<file path="src/rtl/seat_credential_slot_table_core_macros.svh">
// ----------------------------------------------------------------------------
// Seat credential slot table assertion macros
// Shared concurrent assertion forms, clocked on clk, held off in reset.
// ----------------------------------------------------------------------------
`ifndef SEAT_CREDENTIAL_SLOT_TABLE_CORE_MACROS_SVH
`define SEAT_CREDENTIAL_SLOT_TABLE_CORE_MACROS_SVH

// same-cycle implication
`define SCST_ASSERT_IMPL(lbl, ante, cons, msg) \
  lbl: assert property (@(posedge clk) disable iff (!rst_n) (ante) |-> (cons)) \
    else $error(msg);

// next-cycle implication
`define SCST_ASSERT_NEXT(lbl, ante, cons, msg) \
  lbl: assert property (@(posedge clk) disable iff (!rst_n) (ante) |=> (cons)) \
    else $error(msg);

`endif

</file>
<file path="src/rtl/scst_pkg.sv">
// ----------------------------------------------------------------------------
// Seat credential slot table package
// Command codes, slot record and the control/result groups of the table.
// ----------------------------------------------------------------------------
package scst_pkg;

  localparam int KIND_W = 4;
  localparam int SEAT_W = 3;
  localparam int GEN_W  = 32;
  localparam int CRED_W = 64;

  typedef enum logic [KIND_W-1:0] {
    KIND_BEGIN       = 4'd0,
    KIND_END         = 4'd1,
    KIND_ISSUE       = 4'd2,
    KIND_ADOPT       = 4'd3,
    KIND_MATCH       = 4'd4,
    KIND_ACTIVE_GEN  = 4'd5,
    KIND_PEEK_NEXT   = 4'd6,
    KIND_RETIRE      = 4'd7,
    KIND_HAS_RETIRED = 4'd8,
    KIND_CLR_RETIRED = 4'd9,
    KIND_REVOKE      = 4'd10
  } kind_t;

  typedef struct packed {
    logic [GEN_W-1:0] gen;
    logic             act;
    logic [GEN_W-1:0] rgen;
    logic             rvalid;
  } slot_ctl_t;

  typedef struct packed {
    logic slot_we;
    logic clear_all;
    logic open_nxt;
  } upd_t;

  typedef struct packed {
    logic             ok;
    logic [GEN_W-1:0] gen;
  } result_t;

endpackage

</file>
<file path="src/rtl/scst_slot_eval.sv">
// ----------------------------------------------------------------------------
// Seat credential slot table command evaluation
// Decodes one command against the addressed slot; produces the result,
// the slot's next contents and the table update controls.
// ----------------------------------------------------------------------------
module scst_slot_eval #(
  parameter int SECRET_BITS = 64
) (
  input  logic [scst_pkg::KIND_W-1:0] kind,
  input  logic                        seat_ok,
  input  logic [scst_pkg::GEN_W-1:0]  hgen,
  input  logic [SECRET_BITS-1:0]      cred,
  input  logic                        session_open,
  input  scst_pkg::slot_ctl_t         slot_cur,
  input  logic [SECRET_BITS-1:0]      sec_cur,
  output scst_pkg::slot_ctl_t         slot_nxt,
  output logic [SECRET_BITS-1:0]      sec_nxt,
  output scst_pkg::upd_t              upd,
  output scst_pkg::result_t           res
);

  logic [scst_pkg::GEN_W-1:0] gen_inc;
  logic [scst_pkg::GEN_W-1:0] next_gen;
  logic                       hgen_nz;

  assign gen_inc  = slot_cur.gen + scst_pkg::GEN_W'(1);
  assign next_gen = session_open ? gen_inc : '0;
  assign hgen_nz  = (hgen != '0);

  always_comb begin
    slot_nxt = slot_cur;
    sec_nxt  = sec_cur;
    upd      = '0;
    res      = '0;
    unique case (scst_pkg::kind_t'(kind))
      scst_pkg::KIND_BEGIN: begin
        upd.clear_all = 1'b1;
        upd.open_nxt  = 1'b1;
        res.ok        = 1'b1;
      end
      scst_pkg::KIND_END: begin
        upd.clear_all = 1'b1;
        res.ok        = 1'b1;
      end
      scst_pkg::KIND_ISSUE: begin
        if (seat_ok && session_open) begin
          slot_nxt.gen = gen_inc;
          slot_nxt.act = 1'b1;
          sec_nxt      = cred;
          upd.slot_we  = 1'b1;
          res.ok       = 1'b1;
          res.gen      = gen_inc;
        end
      end
      scst_pkg::KIND_ADOPT: begin
        if (seat_ok && session_open && hgen_nz && (hgen == next_gen)) begin
          slot_nxt.gen = hgen;
          slot_nxt.act = 1'b1;
          sec_nxt      = cred;
          upd.slot_we  = 1'b1;
          res.ok       = 1'b1;
        end
      end
      scst_pkg::KIND_MATCH: begin
        res.ok = seat_ok && session_open && hgen_nz && slot_cur.act &&
                 (slot_cur.gen == hgen) && (sec_cur == cred);
      end
      scst_pkg::KIND_ACTIVE_GEN: begin
        if (seat_ok && session_open && slot_cur.act) begin
          res.ok  = 1'b1;
          res.gen = slot_cur.gen;
        end
      end
      scst_pkg::KIND_PEEK_NEXT: begin
        if (seat_ok) begin
          res.gen = next_gen;
          res.ok  = (next_gen != '0);
        end
      end
      scst_pkg::KIND_RETIRE: begin
        if (seat_ok && slot_cur.act) begin
          slot_nxt.rgen   = slot_cur.gen;
          slot_nxt.rvalid = 1'b1;
          upd.slot_we     = 1'b1;
          res.ok          = 1'b1;
        end
      end
      scst_pkg::KIND_HAS_RETIRED: begin
        res.ok = seat_ok && session_open && hgen_nz && slot_cur.rvalid &&
                 (slot_cur.rgen == hgen);
      end
      scst_pkg::KIND_CLR_RETIRED: begin
        if (seat_ok) begin
          slot_nxt.rgen   = '0;
          slot_nxt.rvalid = 1'b0;
          upd.slot_we     = 1'b1;
          res.ok          = 1'b1;
        end
      end
      scst_pkg::KIND_REVOKE: begin
        if (seat_ok) begin
          slot_nxt.act    = 1'b0;
          slot_nxt.rgen   = '0;
          slot_nxt.rvalid = 1'b0;
          sec_nxt         = '0;
          upd.slot_we     = 1'b1;
          res.ok          = 1'b1;
        end
      end
      default: begin
        res = '0;
      end
    endcase
  end

endmodule

</file>
<file path="src/rtl/seat_credential_slot_table_core.sv">
// ----------------------------------------------------------------------------
// Seat credential slot table core
// Per-seat generation/credential slots with session, issue, adopt, match,
// retire and revoke commands; one result beat per command.
// ----------------------------------------------------------------------------
// A command is taken on any cycle with start high; busy is held low, so one
// command per cycle is sustained. Each command returns exactly one result
// beat, out_valid high for one cycle: the command is held in the command
// register, then passes through the slot evaluation into the result
// register. The receiver cannot stall, so results must be taken as
// they appear. The slot table is held in flip-flops and updated in the same
// cycle the result is registered, so back-to-back commands on one seat see
// each other's effects in order.
module seat_credential_slot_table_core #(
  parameter int SEAT_COUNT  = 8,
  parameter int SECRET_BITS = 64
) (
  input  logic                        clk,
  input  logic                        rst_n,
  input  logic                        start,
  output logic                        busy,
  input  logic [scst_pkg::KIND_W-1:0] in_kind,
  input  logic [scst_pkg::SEAT_W-1:0] in_seat,
  input  logic [scst_pkg::GEN_W-1:0]  in_generation,
  input  logic [scst_pkg::CRED_W-1:0] in_credential,
  output logic                        out_valid,
  output logic                        out_ok,
  output logic [scst_pkg::GEN_W-1:0]  out_gen_out
);

  `include "seat_credential_slot_table_core_macros.svh"

  localparam int IDX_W = (SEAT_COUNT > 1) ? $clog2(SEAT_COUNT) : 1;

  logic                        in_vld_r;
  logic [scst_pkg::KIND_W-1:0] kind_r;
  logic [scst_pkg::SEAT_W-1:0] seat_r;
  logic [scst_pkg::GEN_W-1:0]  hgen_r;
  logic [SECRET_BITS-1:0]      cred_r;

  logic                        session_open_r;
  scst_pkg::slot_ctl_t         slot_r [SEAT_COUNT];
  logic [SECRET_BITS-1:0]      sec_r  [SEAT_COUNT];
  logic [SEAT_COUNT-1:0]       act_vec;

  logic                        out_valid_r;
  logic                        out_ok_r;
  logic [scst_pkg::GEN_W-1:0]  out_gen_r;

  logic [31:0]                 seat_ext;
  logic [IDX_W-1:0]            idx;
  logic                        seat_ok;
  scst_pkg::slot_ctl_t         slot_cur;
  logic [SECRET_BITS-1:0]      sec_cur;
  scst_pkg::slot_ctl_t         slot_nxt;
  logic [SECRET_BITS-1:0]      sec_nxt;
  scst_pkg::upd_t              upd;
  scst_pkg::result_t           res;

  assign busy = 1'b0;

  assign seat_ext = 32'(seat_r);
  assign idx      = seat_ext[IDX_W-1:0];
  assign seat_ok  = (seat_ext < 32'(SEAT_COUNT));
  assign slot_cur = seat_ok ? slot_r[idx] : '0;
  assign sec_cur  = seat_ok ? sec_r[idx] : '0;

  always_comb begin
    for (int i = 0; i < SEAT_COUNT; i++) begin
      act_vec[i] = slot_r[i].act;
    end
  end

  scst_slot_eval #(
    .SECRET_BITS (SECRET_BITS)
  ) u_eval (
    .kind         (kind_r),
    .seat_ok      (seat_ok),
    .hgen         (hgen_r),
    .cred         (cred_r),
    .session_open (session_open_r),
    .slot_cur     (slot_cur),
    .sec_cur      (sec_cur),
    .slot_nxt     (slot_nxt),
    .sec_nxt      (sec_nxt),
    .upd          (upd),
    .res          (res)
  );

  // command register
  always_ff @(posedge clk) begin
    if (!rst_n) begin
      in_vld_r <= 1'b0;
    end else begin
      in_vld_r <= start && !busy;
    end
  end

  always_ff @(posedge clk) begin
    if (start && !busy) begin
      kind_r <= in_kind;
      seat_r <= in_seat;
      hgen_r <= in_generation;
      cred_r <= in_credential[SECRET_BITS-1:0];
    end
  end

  // slot table
  always_ff @(posedge clk) begin
    if (!rst_n) begin
      session_open_r <= 1'b0;
      for (int i = 0; i < SEAT_COUNT; i++) begin
        slot_r[i] <= '0;
        sec_r[i]  <= '0;
      end
    end else if (in_vld_r) begin
      if (upd.clear_all) begin
        session_open_r <= upd.open_nxt;
        for (int i = 0; i < SEAT_COUNT; i++) begin
          slot_r[i] <= '0;
          sec_r[i]  <= '0;
        end
      end else if (upd.slot_we) begin
        slot_r[idx] <= slot_nxt;
        sec_r[idx]  <= sec_nxt;
      end
    end
  end

  // result register
  always_ff @(posedge clk) begin
    if (!rst_n) begin
      out_valid_r <= 1'b0;
    end else begin
      out_valid_r <= in_vld_r;
    end
  end

  always_ff @(posedge clk) begin
    if (in_vld_r) begin
      out_ok_r  <= res.ok;
      out_gen_r <= res.gen;
    end
  end

  assign out_valid   = out_valid_r;
  assign out_ok      = out_ok_r;
  assign out_gen_out = out_gen_r;

  `SCST_ASSERT_NEXT(a_beat_follows, in_vld_r, out_valid_r, "command produced no result beat")
  `SCST_ASSERT_IMPL(a_fail_no_gen, out_valid_r && !out_ok_r, out_gen_r == '0, "failed result carries a generation")
  `SCST_ASSERT_NEXT(a_begin_opens, in_vld_r && (kind_r == scst_pkg::KIND_BEGIN), session_open_r && (act_vec == '0), "begin did not open a clean session")
  `SCST_ASSERT_IMPL(a_closed_idle, !session_open_r, act_vec == '0, "active slot while session closed")

endmodule

</file>
<file path="config.mk">
export PLATFORM = sky130hd
export DESIGN_NAME = seat_credential_slot_table_core
export DESIGN_NICKNAME = d
export VERILOG_FILES = /design/src/rtl/scst_pkg.sv /design/src/rtl/scst_slot_eval.sv /design/src/rtl/seat_credential_slot_table_core.sv
export VERILOG_INCLUDE_DIRS = /design/src /design/src/rtl
export SDC_FILE = /design/constraint.sdc
export NUM_CORES = 2
export LEC_CHECK = 0
export BUFFER_PORTS_ARGS = -buffer_cell sky130_fd_sc_hd__buf_2
export CAP_MARGIN = 20
export CORE_MARGIN = 2
export CORE_UTILIZATION = 57
export DETAILED_ROUTE_END_ITERATION = 10
export GPL_TIMING_DRIVEN = 0
export PLACE_DENSITY = 0.77
export SYNTH_ARGS = -nofsm -noshare
export SYNTH_HDL_FRONTEND = slang
export SYNTH_SLANG_ARGS = --single-unit
</file>
<file path="constraint.sdc">
create_clock -name clk -period 7.15 [get_ports clk]
set_input_delay 1.0725 -clock clk [delete_from_list [all_inputs] [get_ports clk]]
set_output_delay 1.0725 -clock clk [all_outputs]
set_load 0.05 [all_outputs]
</file>
Word level (Yosys, flattened, before mapping)
Memory sizes are Yosys's and may differ from the RTL's. A register that Yosys moved wholly into a read port is not among the register bits.
Cells that the tools add are included.
{"block": "totals", "ff_bits": 139, "ramBits": 1040, "input_bits": 106, "word_cells": 122, "memories": 2}
{"block": "classes", "n_addsub": 1, "n_lt_le_gt_ge": 1, "n_eq_ne": 14, "mux": 61, "bitwise": 16, "reduce_logical": 18}
{"memory": "slot_r", "depth": 8, "width": 66, "rd": 1, "rd_ports_with_merged_regs": 1, "write_ports": 8, "line_no": "seat_credential_slot_table_core.sv:42", "rtl": "scst_pkg::slot_ctl_t slot_r [SEAT_COUNT];"}
{"memory": "sec_r", "depth": 8, "width": 64, "rd": 1, "rd_ports_with_merged_regs": 1, "write_ports": 8, "line_no": "seat_credential_slot_table_core.sv:43", "rtl": "logic [SECRET_BITS-1:0] sec_r [SEAT_COUNT];"}
{"op": "2-to-1 mux 64 bit", "n": 13}
{"op": "2-to-1 mux 66 bit", "n": 10}
{"op": "2-to-1 mux 33 bit", "n": 7}
{"op": "one-hot mux 64 bit (3 select lines)", "n": 1}
{"op": "one-hot mux 33 bit (3 select lines)", "n": 1}
{"op": "equality test 32 bit", "n": 3}
{"op": "one-hot mux 32 bit (3 select lines)", "n": 1}
{"op": "OR reduction 66 bit", "n": 1}
{"op": "equality test 64 bit", "n": 1}
{"op": "one-hot mux 32 bit (2 select lines)", "n": 1}
{"op": "nonzero test 32 bit", "n": 2}
{"op": "OR reduction 64 bit", "n": 1}
{"op": "2-to-1 mux 34 bit", "n": 1}
{"op": "adder 32 x 1 -> 32 bit, second input constant", "n": 1}
{"op": "2-to-1 mux 32 bit", "n": 1}
{"op": "2-to-1 mux 1 bit", "n": 18}
{"op": "equality test 4 x 3 -> 1 bit, second input constant", "n": 4}
{"op": "OR 1 bit", "n": 16}
{"op": "equality test 4 bit, second input constant", "n": 3}
{"op": "2-to-1 mux 3 bit", "n": 4}
{"op": "logical AND 1 bit", "n": 10}
{"op": "one-hot mux 1 bit (9 select lines)", "n": 1}
{"op": "equality test 4 x 2 -> 1 bit, second input constant", "n": 2}
{"op": "equality test 4 x 1 -> 1 bit, second input constant", "n": 1}
{"op": "other kinds (6)", "n": 7}

Logic depth before layout (Yosys ltp)
{"block": "logic_depth", "word_depth": 15, "ltp_mapped": 21}

Cells and area by module
Synthesis repeated with hierarchy kept, for this count alone.
{"block": "hier_totals", "cells_unflattened": 4534, "area_unflattened_um2": 60464.2}
{"module": "seat_credential_slot_table_core", "instances": 1, "cells_each": 3188, "area_each_um2": 52141.3}
{"module": "scst_slot_eval", "instances": 1, "cells_each": 1346, "area_each_um2": 8323.0}

Least setup slack after synthesis
Ideal clock, no wire load.
{"block": "synth_timing", "path_type": "flip-flop to flip-flop", "from": "register (tool-made name)", "to": "memory sec_r[1][0] (enable)", "t_arrival_ps": 7345, "required_time_ps": 6656, "path_slack_ps": -689, "stages_incl_launch_ff": 20, "period_less_slack_ps": 7839, "cell_sequence": "dfxtp_1 -> buf_4 -> buf_6 -> buf_2 -> buf_1 -> clkbuf_1 -> mux4_2 -> mux2i_1 -> mux2i_1 -> nor2_1 -> a2111o_1 -> nor4_1 -> nand4_1 -> nor4_1 -> nand4b_2 -> o21ai_4 -> nand4b_2 -> buf_6 -> clkbuf_1 -> nand2_1"}
{"element": "end, declared", "line_no": "seat_credential_slot_table_core.sv:43"}

==> reports/qor.log <==
[sta] Fin. Hold Viols 0
[cts] cts hold-fix bufs 0
[floorplanning] Die ar. 0.101 sq mm
[sta] Fin Clk Skew 0.0792 ns
[sta] Final setup violation count 1
[routing] per-cell via count in the routed design 7.07
[setup_path] Worst R2R Path Depth 16
[synth] flip-flop and latch count after synthesis 1182
[cts] clock tree root driver cell clkbuf_16
[setup_path] startpoint kind of the worst setup timing path flip-flop
[placement] PortBufs 139
[power] Power Total 17.2 mW
[sta] number of max-slew violations in the final report 0
[floorplanning] boundary pin count 141
[grt] largest net degree at the start of global routing 81
[synth] number of warning messages in the yosys log 0
[placement] minimum setup slack after placement -1.97 ns
[routing] number of nets with antenna violations after detailed routing 0
[layout] area of the multi-input gates 0.0196 sq mm
[synth] proportion of synthesized flip-flops having asynchronous set or reset 0%
[routing] total length of routed wires 204000 um
[sta] sum of negative setup slack -0.176 ns
[synth] cell area after technology mapping 0.0562 sq mm
[sta] transition time at the pin with the least slew margin 1.23 ns
[setup_path] crit-path max FO 16
[sta] share of the clock period used by the worst path 102%
[synth] Net Count, Synth 4248
[min_path] critical hold path startpoint in_credential[6]
[placement] area post-placement 0.0596 sq mm
[power] power density of the placed cells 267 mW/mm^2
[synth] largest area contributor in the synthesized netlist edfxtp_1
[layout] proportion of layout cells with a drive suffix above 1 20.0%
[routing] total vias in the final route 41569
[routing] routed wire length per instance 34.7 um
[min_path] type of the most critical hold path input port to flip-flop
[synth] gate count after technology mapping 4140
[outcome] failing checks setup timing
[min_path] Worst Hold Endpoint cred_r[6]
[floorplanning] initial standard-cell utilization of the core 57.3%
[floorplanning] Die Span X 318 um
[synth] EDFF count, synth 1176
[grt] global route overflow 0
[layout] sequential standard cell area 0.0354 sq mm
[setup_path] Arr. time, crit path 7.84 ns
[cts] H-tree level count 3
[synth] unique cell type count in the Yosys netlist 82
[synth] primary flip-flop cell chosen by synthesis mapping edfxtp_1
[layout] post-route cell area 0.0644 sq mm
[sta] min Tclk post-route 7.33 ns
[synth] sequential share of the synthesized area 63.0%
[cts] clock sinks 1182
[sta] relative slew slack 17.8%
[outcome] result of the run finished with violations
[floorplanning] Core ar. 0.0981 sq mm
[placement] Final HPWL DP 131000 um
[cts] clock input transition at the sequential cells of the worst setup and hold paths 0.06 ns
[placement] weighted congestion reported at the end of routability-driven placement 1.07
[grt] total track usage 40.0%
[grt] global-route wire length before repair 286000 um
[cts] TritonCTS clock tree done
[setup_path] worst reg2reg endpoint out_ok
[synth] ranking of synthesized cells by area edfxtp_1 (63%), mux4_2 (10%), nor2_1 (4.6%)
[routing] first-pass iteration count of the detailed router 8
[layout] # nets final 4592
[sta] Worst Hold Slack 0.491 ns
[sta] Peak Freq 136 MHz
[cts] number of buffers created by CTS 118
[layout] # fillers 6843
[grt] antenna violations before repair 9
[floorplanning] num rows 115
[setup_path] reg2reg setup slack -0.18 ns
[setup_path] start-to-end type of the worst setup path flip-flop to flip-flop
[grt] vias in the first global route 39702
[cts] clock latency at the later pin of the worst-skew pair 0.76 ns
[power] largest vdd supply drop 0.210 mV
[routing] number of design rule violations left after detail routing 0
[sta] setup slack of the critical path after layout -0.176 ns
[min_path] worst hold path depth 1
[synth] mean cell area of the mapped netlist 13.6 sq um
[setup_path] endpoint kind of the worst setup timing path flip-flop
[floorplanning] floorplan die height 318 um
[cts] clock tree buffer depth 3
[layout] layout overhead on the synthesized area 14.5%
[synth] fraction of post-synthesis cell area in the top cell type by area 62.8%
[flow_run] max capacitance violation total 0
[routing] 1st-iter DRT viols 7395
[power] static leakage power 21.8 nW
[setup_path] worst endpoint required time 7.66 ns
## how the worst max path moves through the flow
| stage | slack (ns) | startpoint | end | depth (start not counted) |
|---|---|---|---|---|
| 4_1_cts | -0.11 | flip-flop | slot_r[6][24] | 24 |
| 2_1_floorplan | -0.67 | flip-flop | sec_r[2][0] | 19 |
| 6_report | -0.18 | flip-flop | out_ok | 16 |
| 3_3_place_gp | -6.94 | flip-flop | slot_r[7][39] | 19 |
| 3_5_place_dp | -1.97 | flip-flop | sec_r[5][18] | 20 |
| 5_1_grt | -0.05 | flip-flop | out_ok | 16 |
## stage by stage
step | util, % | cells
after floorplan | - | 4140
after global placement | 59.7 | 5566
after detailed placement | 60.7 | 5616
after CTS | 65.4 | 5851
after global routing | 65.6 | 5868
final | 65.6 | 5876
## layout make-up
class	instances	share of cell area, %
Multi-Input combinational cell	2577	30.5
Buffer	354	2.58
Tap cell	1287	2.50
Clock inverter	74	1.16
Antenna cell	8	0.0311
Inverter	30	0.175
Sequential cell	1182	55.0
Clock buffer	143	4.76
Timing Repair Buffer	221	3.30
## worst max-delay path, cell delays in order (launching register included)
cell,delay (ns)
dfxtp_1,0.40
buf_4,0.35
buf_4,0.35
buf_4,0.33
buf_2,0.41
clkbuf_1,0.47
buf_8,0.31
clkbuf_1,0.77
clkbuf_2,0.59
mux4_2,0.41
mux2_2,0.32
xnor2_1,0.68
nand4_1,0.42
nor4_1,0.50
nand4_1,0.35
nand2_1,0.14
or3_1,0.21
## layout by cell type, fill, tap and decap left out, types with 19 or more instances in the layout
| master | synthesis | routed |
|---|---|---|
| edfxtp_1 | 1176 | 1176 |
| nor2_1 | 694 | 694 |
| nor3_1 | 470 | 468 |
| mux4_2 | 257 | 257 |
| clkbuf_1 | 220 | 224 |
| buf_2 | 53 | 189 |
| clkbuf_16 | 0 | 120 |
| a21oi_1 | 119 | 119 |
| xnor2_1 | 115 | 114 |
| nand2_1 | 111 | 103 |
| o21ai_0 | 94 | 94 |
| mux2i_1 | 98 | 86 |
| mux2_2 | 83 | 83 |
| and2_1 | 64 | 64 |
| a22oi_1 | 61 | 61 |
| buf_1 | 65 | 54 |
| nand3_1 | 49 | 48 |
| nor4_1 | 51 | 44 |
| xor2_1 | 42 | 42 |
| o22ai_1 | 38 | 38 |
| buf_8 | 1 | 36 |
| nand4_1 | 35 | 35 |
| buf_4 | 7 | 33 |
| inv_1 | 30 | 30 |
| clkinv_1 | 0 | 26 |
| clkinv_2 | 0 | 24 |
| o211ai_1 | 19 | 19 |
## synth_stat cells (8+ instances only)
library cell  instances
nand4_1              35
buf_6                15
a22oi_1              61
o22ai_1              38
inv_1                30
clkbuf_1            220
and3_1                9
mux2i_1              98
buf_2                53
nand3_1              49
a21oi_1             119
buf_1                65
and2_1               64
o21ai_0              94
nor2_1              694
edfxtp_1           1176
o211ai_1             19
nand2_1             111
mux2_2               83
nor3_1              470
a221oi_4              8
nor2b_1              10
xnor2_1             115
xor2_1               42
mux4_2              257
nor4_1               51
## layer usage
layer,vias up,global-route usage (%),routed length (um)
met5,-,0,66
met4,10,26.1,16300
met3,888,11.7,30300
met2,3797,59.0,89600
met1,20333,52.0,67700
li1,16541,-,-
## timing repair
item | CTS | global route
buffers inserted | 7 | 10
pin swaps | 14 | 5
cloned | 18 | 3
endpoints found under the setup margin | 2081 | 314
hold endpoints to repair | 0 | 0
resized for setup | 66 | 25
## sequential cells by signal (all words and copies together), names as in the netlist, named ones only
register and cells:
in_vld_r 1, session_open_r 1, out_valid 1, kind_r 4, slot_r 528, hgen_r 32, idx 3, out_gen_out 32
cred_r 64, out_ok 1, sec_r 512
## kinds of logic (layout without fill, tap and decap cells)
kind of cell | Yosys count | after routing | synth area share [%]
AND/OR/NAND/NOR | 1549 | 1561 | 12.7
AO/OA/AOI/OAI | 416 | 416 | 4.96
adder cells (fa/ha/maj) | 2 | 2 | 0.0445
buffers and inverters | 393 | 822 | 3.07
XOR/XNOR | 157 | 157 | 2.44
multiplexers | 440 | 440 | 13.7
other | 1 | 9 | 0.00667
flip-flops | 1182 | 1182 | 63.0
## report_power, final
part / total (mW) / switching (mW) / leakage (nW) / internal, mW
Sequential: 8.08 / 0.160 / 12.2 / 7.92
Combinational: 2.92 / 1.98 / 7.80 / 0.934
Clock: 6.20 / 2.72 / 1.86 / 3.48
Total: 17.2 / 4.86 / 21.8 / 12.3
No activity file was read; power rests on OpenSTA's default activity.
